### config.mk
export PLATFORM = sky130hd
export DESIGN_NAME = level_to_color_mapper_top
export DESIGN_NICKNAME = d
export VERILOG_FILES = /design/src/design/lcm_pkg.sv /design/src/design/level_to_color_mapper_top.sv /design/src/design/lcm_ctrl.sv /design/src/design/lcm_datapath.sv
export SDC_FILE = /design/constraint.sdc
export NUM_CORES = 1
export LEC_CHECK = 0
export CORE_UTILIZATION = 60
export DETAILED_ROUTE_END_ITERATION = 6
export DONT_BUFFER_PORTS = 1
export PLACE_DENSITY_LB_ADDON = 0.2
export SLEW_MARGIN = 5
export SYNTH_ARGS = -nofsm -noshare
export SYNTH_HDL_FRONTEND = slang
export SYNTH_HIERARCHICAL = 1
export SYNTH_SLANG_ARGS = --single-unit
### constraint.sdc
create_clock -name clk -period 5.5 [get_ports clk]
set_input_delay 1.1 -clock clk [delete_from_list [all_inputs] [get_ports clk]]
set_output_delay 1.1 -clock clk [all_outputs]
set_load 0.01 [all_outputs]
### src/design/lcm_pkg.sv
// shared types, constants and color tables of the level-to-color mapper
package lcm_pkg;

	localparam int RAINBOW_STEPS = 7;
	localparam int DIV_CYCLES = 8;
	localparam int DIV_CNT_W = $clog2(DIV_CYCLES);
	localparam logic [15:0] DIV_DIVIDEND = 16'd32640;
	localparam logic [7:0] FULL_SCALE_RST = 8'd235;
	localparam logic [7:0] HYSTERESIS_RST = 8'd10;

	typedef enum logic [1:0] {
		CFG_FULL_SCALE = 2'd0,
		CFG_HYSTERESIS = 2'd1
	} cfg_reg_t;

	typedef struct packed {
		logic [7:0] duty_level;
		logic [7:0] compare_level;
	} in_item_t;

	typedef struct packed {
		logic [7:0] red;
		logic [7:0] green;
		logic [7:0] blue;
		logic       gradient_mode;
	} out_item_t;

	typedef struct packed {
		logic [7:0] r;
		logic [7:0] g;
		logic [7:0] b;
	} rgb_t;

	typedef struct packed {
		logic capture;
		logic decide;
		logic div_step;
		logic mul;
		logic emit;
	} dp_cmd_t;

	typedef struct packed {
		logic above_next;
		logic out_free;
	} dp_status_t;

	function automatic rgb_t rainbow_color(input logic [2:0] idx);
		rgb_t c;
		case (idx)
			3'd0: c = '{r: 8'd255, g: 8'd0,   b: 8'd2};
			3'd1: c = '{r: 8'd255, g: 8'd165, b: 8'd2};
			3'd2: c = '{r: 8'd255, g: 8'd255, b: 8'd2};
			3'd3: c = '{r: 8'd0,   g: 8'd241, b: 8'd20};
			3'd4: c = '{r: 8'd0,   g: 8'd0,   b: 8'd255};
			3'd5: c = '{r: 8'd75,  g: 8'd0,   b: 8'd130};
			3'd6: c = '{r: 8'd168, g: 8'd0,   b: 8'd255};
			default: c = '{r: 8'd0, g: 8'd0, b: 8'd0};
		endcase
		return c;
	endfunction

	function automatic logic [2:0] rainbow_next(input logic [2:0] idx);
		logic [3:0] inc;
		inc = {1'b0, idx} + 4'd1;
		return (inc >= 4'(RAINBOW_STEPS)) ? 3'd0 : inc[2:0];
	endfunction

endpackage

### src/design/level_to_color_mapper_top.sv
// top level of the level-to-color mapper
//
// use: each input transaction carries a duty level and a compare level; each one
// yields exactly one output transaction with an rgb color and a gradient_mode flag
// - hysteresis comparator lowers the compare level by the hysteresis register
//   while the previous decision was above
// - above: green to orange to red interpolation in 1/128 fixed point
// - not above: next entry of the rainbow table, index wraps after the last step
// config: cfg_index 0 = full_scale, 1 = hysteresis; other indexes are ignored;
//   cfg_ready is always high, write only while no transaction is in flight
// sequence: a rainbow result goes to the output register after the decide step,
//   a gradient result after decide, the divider steps at two quotient bits
//   each, the multiply step and the output load
// input: a new input transaction is taken only after the last one is emitted;
//   gradient mode takes longer than rainbow mode because of the radix-4 divider
//   for 32640 / (full_scale/2)
// stall: the output register holds its result until out_ready; the block keeps
//   working on the next item and waits in its last step for the register
// reset: arst_n clears the state machine, output valid, above flag and rainbow
//   index, and loads full_scale 235 and hysteresis 10
module level_to_color_mapper_top import lcm_pkg::*; (
	input  logic       clk,
	input  logic       arst_n,
	input  logic       cfg_valid,
	output logic       cfg_ready,
	input  logic [1:0] cfg_index,
	input  logic [7:0] cfg_data,
	input  logic       in_valid,
	output logic       in_ready,
	input  in_item_t   in_data,
	output logic       out_valid,
	input  logic       out_ready,
	output out_item_t  out_data
);

	dp_cmd_t    cmd;
	dp_status_t status;

	// configuration writes are always accepted
	assign cfg_ready = 1'b1;

	lcm_ctrl u_ctrl (
		.clk      (clk),
		.arst_n   (arst_n),
		.in_valid (in_valid),
		.in_ready (in_ready),
		.status   (status),
		.cmd      (cmd)
	);

	lcm_datapath u_dp (
		.clk       (clk),
		.arst_n    (arst_n),
		.cfg_valid (cfg_valid),
		.cfg_index (cfg_index),
		.cfg_data  (cfg_data),
		.in_data   (in_data),
		.cmd       (cmd),
		.status    (status),
		.out_data  (out_data),
		.out_valid (out_valid),
		.out_ready (out_ready)
	);

endmodule

### src/design/lcm_ctrl.sv
// controller state machine of the level-to-color mapper
module lcm_ctrl import lcm_pkg::*; (
	input  logic       clk,
	input  logic       arst_n,
	input  logic       in_valid,
	output logic       in_ready,
	input  dp_status_t status,
	output dp_cmd_t    cmd
);

	typedef enum logic [4:0] {
		S_IDLE   = 5'b00001,
		S_DECIDE = 5'b00010,
		S_DIV    = 5'b00100,
		S_MUL    = 5'b01000,
		S_EMIT   = 5'b10000
	} state_t;

	state_t state_q, state_d;
	logic [DIV_CNT_W-1:0] cnt_q, cnt_d;

	always_comb begin
		state_d  = state_q;
		cnt_d    = cnt_q;
		cmd      = '0;
		in_ready = 1'b0;
		unique case (state_q)
			S_IDLE: begin
				in_ready = 1'b1;
				if (in_valid) begin
					cmd.capture = 1'b1;
					state_d     = S_DECIDE;
				end
			end
			S_DECIDE: begin
				cmd.decide = 1'b1;
				cnt_d      = '0;
				state_d    = status.above_next ? S_DIV : S_EMIT;
			end
			S_DIV: begin
				cmd.div_step = 1'b1;
				cnt_d        = cnt_q + 1'b1;
				if (cnt_q == DIV_CNT_W'(DIV_CYCLES - 1)) begin
					state_d = S_MUL;
				end
			end
			S_MUL: begin
				cmd.mul = 1'b1;
				state_d = S_EMIT;
			end
			S_EMIT: begin
				if (status.out_free) begin
					cmd.emit = 1'b1;
					state_d  = S_IDLE;
				end
			end
			default: begin
				state_d = S_IDLE;
			end
		endcase
	end

	always_ff @(posedge clk or negedge arst_n) begin
		if (!arst_n) begin
			state_q <= S_IDLE;
			cnt_q   <= '0;
		end else begin
			state_q <= state_d;
			cnt_q   <= cnt_d;
		end
	end

endmodule

### src/design/lcm_datapath.sv
// datapath of the level-to-color mapper: comparator, divider, multiplier, output register
module lcm_datapath import lcm_pkg::*; (
	input  logic       clk,
	input  logic       arst_n,
	input  logic       cfg_valid,
	input  logic [1:0] cfg_index,
	input  logic [7:0] cfg_data,
	input  in_item_t   in_data,
	input  dp_cmd_t    cmd,
	output dp_status_t status,
	output out_item_t  out_data,
	output logic       out_valid,
	input  logic       out_ready
);

	logic [7:0]  full_scale_q, hysteresis_q;
	logic        above_q;
	logic [2:0]  rainbow_idx_q;
	logic        out_valid_q;
	out_item_t   out_q;

	in_item_t    item_s1;
	logic [6:0]  width_q;
	logic [7:0]  dot_q;
	logic        seg2_q;
	logic [15:0] quo_q;
	logic [6:0]  rem_q;
	logic [22:0] prod_q;

	// decision and segment setup
	logic [7:0] hyst_eff, lvl_clamp, dot_d;
	logic [8:0] lvl_sum;
	logic [6:0] half, width_d;
	logic       above_next, seg2_d;

	always_comb begin
		hyst_eff   = above_q ? hysteresis_q : 8'd0;
		lvl_sum    = {1'b0, item_s1.duty_level} + {1'b0, hyst_eff};
		above_next = lvl_sum > {1'b0, item_s1.compare_level};
		lvl_clamp  = (item_s1.duty_level > full_scale_q) ? full_scale_q : item_s1.duty_level;
		half       = full_scale_q[7:1];
		width_d    = (half == 7'd0) ? 7'd1 : half;
		seg2_d     = lvl_clamp > {1'b0, half};
		dot_d      = seg2_d ? (lvl_clamp - {1'b0, half}) : lvl_clamp;
	end

	// two restoring division steps per cycle
	logic [7:0]  r0, r1, wd;
	logic [6:0]  r0n, r1n;
	logic        ge0, ge1;

	always_comb begin
		wd  = {1'b0, width_q};
		r0  = {rem_q, quo_q[15]};
		ge0 = r0 >= wd;
		r0n = ge0 ? 7'(r0 - wd) : r0[6:0];
		r1  = {r0n, quo_q[14]};
		ge1 = r1 >= wd;
		r1n = ge1 ? 7'(r1 - wd) : r1[6:0];
	end

	// gradient channel from product, floor by 128 with saturation
	logic [15:0] pos_v;
	logic [23:0] neg_sum;
	logic [16:0] neg_c;
	logic [7:0]  ch_rise, ch_fall;
	rgb_t        rom_c;
	out_item_t   res;

	always_comb begin
		pos_v   = prod_q[22:7];
		ch_rise = (pos_v[15:8] != 8'd0) ? 8'd255 : pos_v[7:0];
		neg_sum = {1'b0, prod_q} + 24'd127;
		neg_c   = neg_sum[23:7];
		ch_fall = (neg_c > 17'd255) ? 8'd0 : (8'd255 - neg_c[7:0]);
		rom_c   = rainbow_color(rainbow_idx_q);
		res.gradient_mode = above_q;
		if (above_q) begin
			res.blue = 8'd0;
			if (seg2_q) begin
				res.red   = 8'd255;
				res.green = ch_fall;
			end else begin
				res.red   = ch_rise;
				res.green = 8'd255;
			end
		end else begin
			res.red   = rom_c.r;
			res.green = rom_c.g;
			res.blue  = rom_c.b;
		end
	end

	// control and configuration state
	always_ff @(posedge clk or negedge arst_n) begin
		if (!arst_n) begin
			full_scale_q  <= FULL_SCALE_RST;
			hysteresis_q  <= HYSTERESIS_RST;
			above_q       <= 1'b0;
			rainbow_idx_q <= 3'd0;
			out_valid_q   <= 1'b0;
		end else begin
			if (cfg_valid) begin
				unique case (cfg_index)
					CFG_FULL_SCALE: full_scale_q <= cfg_data;
					CFG_HYSTERESIS: hysteresis_q <= cfg_data;
					default: ;
				endcase
			end
			if (cmd.decide) begin
				above_q <= above_next;
			end
			if (cmd.emit) begin
				out_valid_q <= 1'b1;
				if (!above_q) begin
					rainbow_idx_q <= rainbow_next(rainbow_idx_q);
				end
			end else if (out_ready) begin
				out_valid_q <= 1'b0;
			end
		end
	end

	// payload registers
	always_ff @(posedge clk) begin
		if (cmd.capture) begin
			item_s1 <= in_data;
		end
		if (cmd.decide) begin
			width_q <= width_d;
			dot_q   <= dot_d;
			seg2_q  <= seg2_d;
			quo_q   <= DIV_DIVIDEND;
			rem_q   <= 7'd0;
		end else if (cmd.div_step) begin
			quo_q <= {quo_q[13:0], ge0, ge1};
			rem_q <= r1n;
		end
		if (cmd.mul) begin
			prod_q <= {8'd0, quo_q[14:0]} * {15'd0, dot_q};
		end
		if (cmd.emit) begin
			out_q <= res;
		end
	end

	assign status    = '{above_next: above_next, out_free: !out_valid_q || out_ready};
	assign out_data  = out_q;
	assign out_valid = out_valid_q;

endmodule

==> impl_metrics.toml <==
[cts]
cts.sinks = 128
cts_resized = 0
clk_latency_ps = 430
hold_buffers = 0
clockRootBuffer = "clkbuf_16"
cts-htree-levels = 4
clk_pin_slew_ps = 60
cts_buffer_depth = 2
cts_made_buffers = 17
cts_tree = "built"
post-cts-setup-buffer-count = 0

[place]
finalWeightedCongestion = 0.918
numPortBuffers = 0
place_hpwl_mm = 15.5

[final_layout]
num_antenna_cells = 0
drive_above_1_share_pct = 8.50
fillers = 1354
area_growth_pct = 6.24
nets = 1254

[global_routing]
grt_pass1_wl_mm = 35.0
antenna_found_initial = 0
grt_pass1_vias = 7430
grt_overflow = 0
track_usage_pct = 24.2
grt_max_degree = 31

[floorplan]
start_util_pct = 62.0
fp.dieH_um = 136
core-area_mm2 = 0.0175
rows = 48
die_area_mm2 = 0.0186
boundaryPins = 59
die_w_um = 136

[timing]
rsz0062_at_grt = "false"
finalSetupViolCount = 0
max_freq_mhz = 192
fin_skew_ps = 15.1
fin_crit_sh_pct = 94.8
hold_viol = 0
slew-limit-headroom_pct = 41.7
finalMaxSlewViolations = 0
tightest_slew_ps = 874
final.setup.tns_ps = 0
timing.final.crit_period_ps = 5210

[worst_setup_path]
reg2reg_to = "u_dp/prod_q[19]"
worst_setup_path_end_kind = "register"
crit_top_cell = "fa_1"
cp-start-kind = "register"
cp_top_family = "adder cells"
crit_start = "u_dp/dot_q[6]"
crit_buf_inv = 3
r2r.worst_path.cells = 16
path_max_fanout = 15
crit_chain = "nand2_1, fa_1, fa_1, inv_1, fa_1, inv_1, fa_1, inv_1, ha_1, a21o_1, a21oi_1, nand4bb_1, a221oi_1, o21ai_0, a21oi_1, xnor2_1"
reg2reg_from = "u_dp/dot_q[6]"
critPathRequiredTime_ps = 5660
worst-path-stages = 16
arrival_ps = 5380
cpPeakStageDelay_ps = 620
reg2reg_slack_ps = 290
criticalPathCategory = "reg -> reg"
crit_path_end = "u_dp/prod_q[19]"
cp_slowest_cell = "edfxtp_1"

[route]
wl_mm = 20.1
ant_nets = 0
num_vias = 7182
vias_per_cell = 5.59
dr.pass1.iters = 4
first_iter_violations = 321
routedWlPerCell_um = 15.7
drc = 0

[synthesis]
yosysWarnings = 6
yosys.cell_types.count = 76
synth.ff_latch_count = 128
syn_avg_cell_area_um2 = 10.2
synth_enable_flop_cells = 76
synth_area_leaders = "edfxtp_1 21%, fa_1 15%, ha_1 11%, and2_1 6.5%, inv_1 5.1%"
ys.flop_type = "edfxtp_1"
netlist.top_cell.by_area = "edfxtp_1"
async_reset_ff_share_pct = 22.7
syn_area_mm2 = 0.0108
synth_top_area_share_pct = 21.1
ys_seq_area_share_pct = 32.1
postSynthCellCount = 1066
syn_nets = 1274

[hold_path]
min_path_type = "in -> async"

[flow_run]
maxCapViolCount = 0

[outcome]
status = "complete, no violations"
[flip-flops by register name, summed over array words and instances, names as in the netlist]
register,count
u_dp/rainbow_idx_q,3
u_dp/quo_q,16
u_ctrl/state_q,5
u_dp/rem_q,7
u_dp/dot_q,8
u_dp/out_data,21
u_dp/full_scale_q,8
u_dp/item_s1,16
u_dp/seg2_q,1
u_dp/hysteresis_q,8
u_dp/prod_q,23
u_ctrl/cnt_q,3
u_dp/width_q,7
u_dp/out_valid,1
u_dp/above_q,1
[cell usage after synthesis (4+ instances only)]
cell type / instances
buf_2: 4
edfxtp_1: 76
mux2_4: 6
o21ai_0: 35
nor2_1: 52
xor2_1: 12
a211oi_1: 9
buf_6: 4
inv_1: 146
nand2b_1: 5
ha_1: 95
a21o_1: 18
o21ai_1: 6
nor3_1: 17
fa_1: 82
clkbuf_1: 29
o21bai_1: 10
nand4_1: 7
a31oi_1: 6
mux2_2: 18
nand2_1: 67
mux2i_1: 25
nor2b_1: 12
nor4_1: 4
o21a_1: 14
xnor2_1: 23
buf_4: 6
a22o_1: 4
and2_1: 112
dfrtp_1: 20
nand3_1: 7
o211ai_1: 6
dfstp_2: 9
a21oi_1: 32
dfxtp_1: 23
[how the worst min path moves through the flow]
stage | end
detailed placement | u_dp/width_q[3]
finish | u_dp/rainbow_idx_q[1]
global route | u_dp/hysteresis_q[7]
global placement | u_dp/width_q[3]
CTS | u_dp/rainbow_idx_q[1]
floorplan | u_dp/quo_q[15]
[cell families after synthesis]
| family | after synthesis | share of synthesized area, % |
|---|---|---|
| simple gates | 313 | 15.8 |
| buf+inv | 190 | 7.12 |
| fa+ha+maj | 177 | 26.1 |
| compound gates | 173 | 10.9 |
| flops | 128 | 32.1 |
| mux | 49 | 5.02 |
| xor+xnor | 35 | 2.83 |
| other cells | 1 | 0.0346 |
[metrics by stage]
stage                     worst slack (ps)  instances  utilization, %  hold WS, ps  instance area [um2]
after floorplan                        760       1066               -          460                10800
after global placement                 454       1252            62.6          474                10900
after detailed placement               349       1252            62.6          482                10900
after CTS                              335       1284            65.8          345                11500
after global routing                  8.83       1284            65.8          341                11500
final                                  286       1284            65.8          367                11500
[placed cells by master (no fill, tap or decap), drive strengths merged, types with 5 or more instances in the layout]
cell    instances
xor2           12
o21bai         11
o21a           14
nand2b          7
mux2i          25
o211ai          7
nor3           19
nor2           52
nor2b          12
inv           150
o21ai          41
fa             82
a21oi          35
a211oi         10
ha             95
a21boi          5
nand4           7
mux2           24
nand3           7
dfrtp          20
edfxtp         76
dfxtp          23
a21o           18
clkbuf         22
xnor2          23
clkinv          5
a22o            5
nor4            5
nand2          67
buf             5
a31oi           6
and2          112
dfstp           9
[area by class of cell]
| cell class | instances | area, um2 | area share (%) |
|---|---|---|---|
| inverter | 146 | 548 | 4.76 |
| clock buffer | 22 | 497 | 4.32 |
| clock inverter | 10 | 71.3 | 0.620 |
| multi-input combinational | 748 | 6590 | 57.3 |
| tap | 225 | 282 | 2.45 |
| sequential | 128 | 3480 | 30.2 |
| timing repair buffer | 5 | 37.5 | 0.326 |
[routing by layer]
layer | share of wire (%) | up-vias | global-route usage [%] | wire length [um]
met4 | 1.8 | 0 | 9.32 | 363
li1 | - | 3555 | - | -
met1 | 46 | 3456 | 30.7 | 9240
met2 | 49 | 142 | 40.7 | 9780
met5 | 0 | - | 0 | 0
met3 | 3.8 | 29 | 4.77 | 757
Power is left out: the tool's default activity adds up to more than one toggle a clock period on the data nets, which glitch-free logic cannot reach.
